File: src/design/mmcv_pkg.sv
`default_nettype none

package mmcv_pkg;

  // running command codes
  localparam logic [7:0] CMD_NOTE_OFF  = 8'h80;
  localparam logic [7:0] CMD_NOTE_ON   = 8'h90;
  localparam logic [7:0] CMD_POLY_PRES = 8'hA0;
  localparam logic [7:0] CMD_CTRL      = 8'hB0;
  localparam logic [7:0] CMD_PROGRAM   = 8'hC0;
  localparam logic [7:0] CMD_CHAN_PRES = 8'hD0;
  localparam logic [7:0] CMD_WHEEL     = 8'hE0;
  localparam logic [7:0] CMD_SYSEX     = 8'hF0;
  localparam logic [7:0] CMD_MTC       = 8'hF1;
  localparam logic [7:0] CMD_SONG_POS  = 8'hF2;
  localparam logic [7:0] CMD_SONG_SEL  = 8'hF3;
  localparam logic [7:0] CMD_EOX       = 8'hF7;

  localparam logic [7:0] STATUS_MASK  = 8'hF0;
  localparam logic [7:0] CHANNEL_MASK = 8'h0F;

  localparam logic [1:0] TGT_PITCH = 2'd0;
  localparam logic [1:0] TGT_VEL   = 2'd1;
  localparam logic [1:0] TGT_PRES  = 2'd2;
  localparam logic [1:0] TGT_WHEEL = 2'd3;

  localparam logic [1:0] GATE_NONE = 2'd0;
  localparam logic [1:0] GATE_ON   = 2'd1;
  localparam logic [1:0] GATE_OFF  = 2'd2;

  localparam int unsigned MAX_WORDS = 3;

  typedef struct packed {
    logic [15:0] value;
    logic [1:0]  target;
    logic [1:0]  gate;
  } word_t;

  typedef struct packed {
    word_t [MAX_WORDS-1:0] words;
    logic [1:0]            cnt;
  } bundle_t;

endpackage

`default_nettype wire

File: src/design/midi_mono_note_to_cv_parser.sv
// path: an accepted byte is captured in the input register, parsed combinationally, and its
//   writes are loaded into the output register once the pending writes have drained
// throughput: one byte per cycle while each byte yields at most one write and the output is
//   not stalled; a byte that yields two or three writes holds the input while they drain
// reset: rst_ni is asynchronous, active low; it clears the parser state, the listen
//   channel and any pending writes
`default_nettype none

module midi_mono_note_to_cv_parser import mmcv_pkg::*; (
  input  wire logic        clk_i,
  input  wire logic        rst_ni,
  input  wire logic        cfg_we_i,
  input  wire logic [3:0]  cfg_wdata_i,
  input  wire logic        in_valid_i,
  output logic             in_stall_o,
  input  wire logic [7:0]  midi_byte_i,
  output logic             out_valid_o,
  input  wire logic        out_stall_i,
  output logic [15:0]      out_value_o,
  output logic [1:0]       out_target_o,
  output logic [1:0]       gate_flag_o,
  output logic             last_o
);

  logic [3:0] listen_q;
  logic       ready;
  logic       take;
  bundle_t    bundle;

  always_ff @(posedge clk_i or negedge rst_ni) begin
    if (!rst_ni) begin
      listen_q <= '0;
    end else if (cfg_we_i) begin
      listen_q <= cfg_wdata_i;
    end
  end

  mmcv_parse u_parse (
    .clk_i            (clk_i),
    .rst_ni           (rst_ni),
    .in_valid_i       (in_valid_i),
    .in_stall_o       (in_stall_o),
    .midi_byte_i      (midi_byte_i),
    .listen_channel_i (listen_q),
    .ready_i          (ready),
    .take_o           (take),
    .bundle_o         (bundle)
  );

  mmcv_emit u_emit (
    .clk_i        (clk_i),
    .rst_ni       (rst_ni),
    .take_i       (take),
    .bundle_i     (bundle),
    .ready_o      (ready),
    .out_valid_o  (out_valid_o),
    .out_stall_i  (out_stall_i),
    .out_value_o  (out_value_o),
    .out_target_o (out_target_o),
    .gate_flag_o  (gate_flag_o),
    .last_o       (last_o)
  );

endmodule

`default_nettype wire

File: src/design/mmcv_parse.sv
`default_nettype none

module mmcv_parse import mmcv_pkg::*; (
  input  wire logic       clk_i,
  input  wire logic       rst_ni,
  input  wire logic       in_valid_i,
  output logic            in_stall_o,
  input  wire logic [7:0] midi_byte_i,
  input  wire logic [3:0] listen_channel_i,
  input  wire logic       ready_i,
  output logic            take_o,
  output bundle_t         bundle_o
);

  typedef enum logic [2:0] {
    PH_IDLE,
    PH_D0,
    PH_D1,
    PH_SYSEX,
    PH_SYSCOM
  } phase_e;

  logic       vld_q;
  logic [7:0] byte_q;

  phase_e     phase_q, phase_d;
  logic [7:0] cmd_q, cmd_d;
  logic [3:0] chan_q, chan_d;
  logic [6:0] first_q, first_d;
  logic [6:0] wheel_q, wheel_d;
  logic       gate_q, gate_d;
  logic [6:0] note_q, note_d;

  logic       match;
  logic [6:0] dat;

  assign take_o     = vld_q & ready_i;
  assign in_stall_o = vld_q & ~ready_i;
  assign match      = (chan_q == listen_channel_i);
  assign dat        = byte_q[6:0];

  always_comb begin
    phase_d  = phase_q;
    cmd_d    = cmd_q;
    chan_d   = chan_q;
    first_d  = first_q;
    wheel_d  = wheel_q;
    gate_d   = gate_q;
    note_d   = note_q;
    bundle_o = '0;
    if (byte_q[7]) begin
      if (byte_q < CMD_SYSEX) begin
        cmd_d   = byte_q & STATUS_MASK;
        chan_d  = 4'(byte_q & CHANNEL_MASK);
        phase_d = PH_D0;
      end else begin
        unique case (byte_q)
          CMD_SYSEX: begin
            cmd_d   = CMD_SYSEX;
            phase_d = PH_SYSEX;
          end
          CMD_MTC: begin
            cmd_d   = CMD_MTC;
            phase_d = PH_SYSCOM;
          end
          CMD_SONG_POS: begin
            cmd_d   = CMD_SONG_POS;
            phase_d = PH_D0;
          end
          CMD_SONG_SEL: begin
            cmd_d   = CMD_SONG_SEL;
            phase_d = PH_SYSCOM;
          end
          CMD_EOX: begin
            cmd_d   = CMD_EOX;
            phase_d = PH_IDLE;
          end
          default: ;
        endcase
      end
    end else begin
      unique case (cmd_q)
        CMD_NOTE_OFF, CMD_NOTE_ON, CMD_POLY_PRES, CMD_CTRL: begin
          if (phase_q == PH_D0) begin
            first_d = dat;
            phase_d = PH_D1;
          end else if (phase_q == PH_D1) begin
            phase_d = PH_D0;
            if (cmd_q == CMD_NOTE_OFF || (cmd_q == CMD_NOTE_ON && dat == 7'd0)) begin
              if (match && first_q == note_q) begin
                bundle_o.words[0] = '{value: {9'd0, first_q}, target: TGT_PITCH,
                                      gate: GATE_OFF};
                bundle_o.words[1] = '{value: {9'd0, dat}, target: TGT_VEL,
                                      gate: GATE_NONE};
                bundle_o.cnt      = 2'd2;
                gate_d            = 1'b0;
              end
            end else if (cmd_q == CMD_NOTE_ON && match) begin
              if (gate_q) begin
                bundle_o.words[0] = '{value: {9'd0, note_q}, target: TGT_PITCH,
                                      gate: GATE_OFF};
                bundle_o.words[1] = '{value: {9'd0, first_q}, target: TGT_PITCH,
                                      gate: GATE_ON};
                bundle_o.words[2] = '{value: {9'd0, dat}, target: TGT_VEL,
                                      gate: GATE_NONE};
                bundle_o.cnt      = 2'd3;
              end else begin
                bundle_o.words[0] = '{value: {9'd0, first_q}, target: TGT_PITCH,
                                      gate: GATE_ON};
                bundle_o.words[1] = '{value: {9'd0, dat}, target: TGT_VEL,
                                      gate: GATE_NONE};
                bundle_o.cnt      = 2'd2;
              end
              gate_d = 1'b1;
              note_d = first_q;
            end
          end
        end
        CMD_CHAN_PRES: begin
          if (match) begin
            bundle_o.words[0] = '{value: {9'd0, dat}, target: TGT_PRES, gate: GATE_NONE};
            bundle_o.cnt      = 2'd1;
          end
        end
        CMD_WHEEL, CMD_SONG_POS: begin
          if (phase_q == PH_D0) begin
            wheel_d = dat;
            phase_d = PH_D1;
          end else if (phase_q == PH_D1) begin
            if (cmd_q == CMD_WHEEL) begin
              phase_d = PH_D0;
              if (match) begin
                bundle_o.words[0] = '{value: {dat, wheel_q, 2'b00}, target: TGT_WHEEL,
                                      gate: GATE_NONE};
                bundle_o.cnt      = 2'd1;
              end
            end else begin
              phase_d = PH_IDLE;
            end
          end
        end
        CMD_PROGRAM: phase_d = PH_D0;
        CMD_MTC, CMD_SONG_SEL: phase_d = PH_IDLE;
        default: ;
      endcase
    end
  end

  always_ff @(posedge clk_i or negedge rst_ni) begin
    if (!rst_ni) begin
      vld_q   <= 1'b0;
      phase_q <= PH_IDLE;
      cmd_q   <= '0;
      chan_q  <= '0;
      first_q <= '0;
      wheel_q <= '0;
      gate_q  <= 1'b0;
      note_q  <= '0;
    end else begin
      if (!in_stall_o) begin
        vld_q <= in_valid_i;
      end
      if (take_o) begin
        phase_q <= phase_d;
        cmd_q   <= cmd_d;
        chan_q  <= chan_d;
        first_q <= first_d;
        wheel_q <= wheel_d;
        gate_q  <= gate_d;
        note_q  <= note_d;
      end
    end
  end

  // input word register
  always_ff @(posedge clk_i) begin
    if (!in_stall_o && in_valid_i) begin
      byte_q <= midi_byte_i;
    end
  end

endmodule

`default_nettype wire

File: src/design/mmcv_emit.sv
`default_nettype none

module mmcv_emit import mmcv_pkg::*; (
  input  wire logic    clk_i,
  input  wire logic    rst_ni,
  input  wire logic    take_i,
  input  wire bundle_t bundle_i,
  output logic         ready_o,
  output logic         out_valid_o,
  input  wire logic    out_stall_i,
  output logic [15:0]  out_value_o,
  output logic [1:0]   out_target_o,
  output logic [1:0]   gate_flag_o,
  output logic         last_o
);

  word_t [MAX_WORDS-1:0] words_q;
  logic [1:0]            rem_q;
  logic                  pop;

  assign out_valid_o  = (rem_q != 2'd0);
  assign pop          = out_valid_o & ~out_stall_i;
  assign ready_o      = (rem_q == 2'd0) | ((rem_q == 2'd1) & ~out_stall_i);
  assign out_value_o  = words_q[0].value;
  assign out_target_o = words_q[0].target;
  assign gate_flag_o  = words_q[0].gate;
  assign last_o       = (rem_q == 2'd1);

  always_ff @(posedge clk_i or negedge rst_ni) begin
    if (!rst_ni) begin
      rem_q <= 2'd0;
    end else if (take_i) begin
      rem_q <= bundle_i.cnt;
    end else if (pop) begin
      rem_q <= rem_q - 2'd1;
    end
  end

  // pending words shift toward the output slot
  always_ff @(posedge clk_i) begin
    if (take_i) begin
      words_q <= bundle_i.words;
    end else if (pop) begin
      words_q[0] <= words_q[1];
      words_q[1] <= words_q[2];
    end
  end

endmodule

`default_nettype wire

File: config.mk
export PLATFORM = sky130hd
export DESIGN_NAME = midi_mono_note_to_cv_parser
export DESIGN_NICKNAME = d
export VERILOG_FILES = /design/src/design/mmcv_pkg.sv /design/src/design/midi_mono_note_to_cv_parser.sv /design/src/design/mmcv_parse.sv /design/src/design/mmcv_emit.sv
export SDC_FILE = /design/constraint.sdc
export NUM_CORES = 1
export LEC_CHECK = 0
export BUFFER_PORTS_ARGS = -buffer_cell sky130_fd_sc_hd__buf_2
export CAP_MARGIN = 25
export CORE_MARGIN = 2
export CORE_UTILIZATION = 30
export CTS_CLUSTER_SIZE = 30
export DETAILED_ROUTE_END_ITERATION = 10
export SLEW_MARGIN = 20
export SYNTH_ARGS = -nofsm -noshare
export SYNTH_HDL_FRONTEND = slang
export SYNTH_SLANG_ARGS = --single-unit
File: constraint.sdc
create_clock -name clk_i -period 5.99 [get_ports clk_i]
set_clock_uncertainty 0.1 [all_clocks]
set_input_delay 0 -clock clk_i [delete_from_list [all_inputs] [get_ports clk_i]]
set_output_delay 0 -clock clk_i [all_outputs]
set_load 0.05 [all_outputs]
==> flow_summary_export.csv <==
group,metric,value,unit
timing,finalCritPeriodShare,49.25,%
setup_path,cp_max_fo,12,
routing,ant_nets,0,
layout,fin_nets,417,
min_path,min_delay_path_depth,2,
synthesis,ys_types,66,
global_route,grt_pass1_vias,2973,
setup_path,r2r_slack,3040,ps
routing,vias,2960,
floorplanning,die-width,126.5,um
clock_network,clk_latency,340,ps
run_status,status,"completed",
clock_network,cts-root-buf,"clkbuf_16",
synthesis,synth_seq_cells,88,
global_route,grtUsageTotal,13.50,%
floorplanning,die_y,126.5,um
clock_network,clock_path_buffers,2,
layout,seq_area,0.002427,mm^2
floorplanning,pin_count,40,
power_and_ir_drop,ir_drop,0.1777,mV
setup_path,start_kind,"flip-flop",
setup_path,worstPathArrival,2900,ps
setup_path,r2r_end,"u_emit.out_value_o[1]$_DFFE_PP_",
layout,multi_input_area,0.001777,mm^2
routing,wirelength,10.31,mm
timing,worst_slew_pin_slew,1002,ps
timing,finalSetupViolCount,0,
layout,nFillCells,1398,
clock_network,h-tree-depth,3,
timing,hold_slack,0.3774,ps
job,maxCapViolations,0,
floorplanning,initial_core_util,30.87,%
synthesis,synth_ff_type,"edfxtp_1",
synthesis,syn_avg_cell_area,12.30,um^2
clock_network,numCtsBuffers,9,
timing,rsz0062_at_grt,"no",
place,place_hpwl,7.226,mm
place,portBuffers,39,
synthesis,synthesis.nets,385,
setup_path,crit_type,"flip-flop to flip-flop",
timing,hold_violations,0,
timing,relSlewSlack,32.61,%
min_path,min_path_type,"input port to flip-flop",
synthesis,async_flop_share,48.86,%
timing,max_freq,339.0,MHz
layout,drive_gt1_share,28.54,%
clock_network,cts_tree,"yes",
layout,layout_common_cells,"45 x edfxtp_1, 43 x dfrtp_1, 38 x buf_2, 27 x mux2_2, 23 x nand2_1",
routing,drt-initial-drc-count,303,
layout,area_delta_synth_final,14.81,%
floorplanning,dieArea,0.01601,mm^2
floorplanning,core,0.01459,mm^2
synthesis,syn-cell-area,0.004503,mm^2
synthesis,yosysSeqAreaShare,53.90,%
synthesis,yosysTopAreaCellShare,30.01,%
synthesis,yosys.area.top_type,"edfxtp_1",
synthesis,synth_area_leaders,"edfxtp_1 30%, dfrtp_1 24%, mux2_2 6.8%",
timing,tns,0,ps
min_path,min_from,"out_stall_i",
setup_path,crit_required,5940,ps
layout,final_common_cell,"edfxtp_1",
routing,wl_per_cell,17.57,um
clock_network,clock-sinks,88,
routing,drc,0,
power_and_ir_drop,power_density,520.7,mW/mm^2
synthesis,synth_edf_count,45,
place,place.gp.congestion,0.8822,
synthesis,synth_cells,366,
setup_path,endpoint_kind,"flip-flop",
global_route,grt_pass1_wl,16.64,mm
floorplanning,core.rowCount,44,
global_route,antenna_found_initial,0,
layout,fin_util,35.44,%
setup_path,worstReg2RegStart,"u_parse.byte_q[3]$_DFFE_PP_",
min_path,holdPathEnd,"u_emit.out_value_o[8]$_SDFFCE_PN0P_",
clock_network,clk_pin_slew,60,ps
timing,drv_slew,0,
timing,period_minus_slack,2950,ps
routing,drt_first_pass_iters,4,
routing,vias_per_cell,5.043,
global_route,grt_max_degree,44,
synthesis,yosys_warnings,0,
layout,n_antenna_cell,0,
setup_path,r2r_cells,5,
global_route,overflow,0,
power_and_ir_drop,leakagePower,2.039,nW
==> worst max path at each step <==
stage | start | endpoint | cells past startpoint
after floorplan | u_emit.rem_q[0]$_DFFE_PN0P_ | u_emit.rem_q[0]$_DFFE_PN0P_ | 5
after global placement | u_parse.byte_q[3]$_DFFE_PP_ | u_emit.out_value_o[1]$_DFFE_PP_ | 5
after detailed placement | u_parse.byte_q[3]$_DFFE_PP_ | u_emit.out_value_o[1]$_DFFE_PP_ | 5
after CTS | u_parse.byte_q[3]$_DFFE_PP_ | u_emit.out_value_o[1]$_DFFE_PP_ | 5
after global routing | u_parse.byte_q[3]$_DFFE_PP_ | u_emit.rem_q[1]$_DFFE_PN0P_ | 6
final | u_parse.byte_q[3]$_DFFE_PP_ | u_emit.out_value_o[1]$_DFFE_PP_ | 5
==> through the flow <==
step                      setup slack (ps)  cells  cell area [um^2]  power (mW)
after floorplan                       2123    366              4503       1.938
after global placement                3095    553              4690       2.107
after detailed placement              3083    553              4690       2.129
after CTS                             3074    587              5167       2.707
after global routing                  2929    587              5170       2.836
final                                 3040    587              5170       2.692
==> area by class of cell <==
type	count	share of cell area [%]
clock buffer	11	4.695
clock inverter	5	1.065
inverter	12	0.8712
multi-input combinational	228	34.37
sequential	88	46.95
tap	184	4.453
timing repair buffer	59	7.599
==> synth_stat cells, drive strengths merged (4+ instances only) <==
library cell	instances
a21oi	14
a22o	10
a22oi	14
a2bb2oi	5
and2	16
buf	30
clkbuf	8
dfrtp	43
edfxtp	45
inv	11
mux2	34
nand2	23
nand3	8
nand4	4
nor2	17
nor3	12
o21ai	18
xnor2	12
==> repair_timing <==
item,CTS,global route
resized for setup,0,0
hold buffers,18,0
hold endpoints to repair,56,0
buffers inserted,0,0
endpoints found under the setup margin,0,0
==> routing by layer <==
| metal | routed length [um] | global-route usage, % |
|---|---|---|
| met1 | 4685 | 18.33 |
| met2 | 4860 | 21.04 |
| met3 | 579 | 3.712 |
| met4 | 188 | 4.202 |
| met5 | 0 | 0 |
==> registers in the layout, summed over array words and instances, names as in the netlist <==
register             count
u_emit.words_q          17
u_emit.out_value_o      16
u_parse.byte_q           8
u_parse.cmd_q            7
u_parse.first_q          7
u_parse.note_q           7
u_parse.wheel_q          7
listen_q                 4
u_parse.chan_q           4
u_parse.phase_q          3
u_emit.gate_flag_o       2
u_emit.out_target_o      2
u_emit.rem_q             2
u_parse.gate_q           1
u_parse.vld_q            1
==> logic make-up (layout without fill, tap and decap cells) <==
| logic type | Yosys count | count (layout) | synth area share [%] |
|---|---|---|---|
| and+or+nand+nor | 99 | 99 | 13.84 |
| DFF | 88 | 88 | 53.90 |
| AOI/OAI and AO/OA | 79 | 79 | 12.64 |
| buffers and inverters | 50 | 87 | 6.724 |
| muxes | 35 | 35 | 9.308 |
| xor gates and xnor gates | 13 | 13 | 3.029 |
| adders and majority gates | 2 | 2 | 0.5556 |
==> where the power goes <==
group	total, mW	internal [mW]	switching, mW
clock network	0.564	0.334	0.230
logic	1.06	0.350	0.706
registers	1.07	0.894	0.178
==> critical path, stage by stage, from the launching register on <==
cell and delay, ps:
edfxtp_1 640, nor4_2 330, nand2_1 110, a211o_2 420
o21bai_1 780, o22ai_1 270
(Power assumes the default switching activity.)
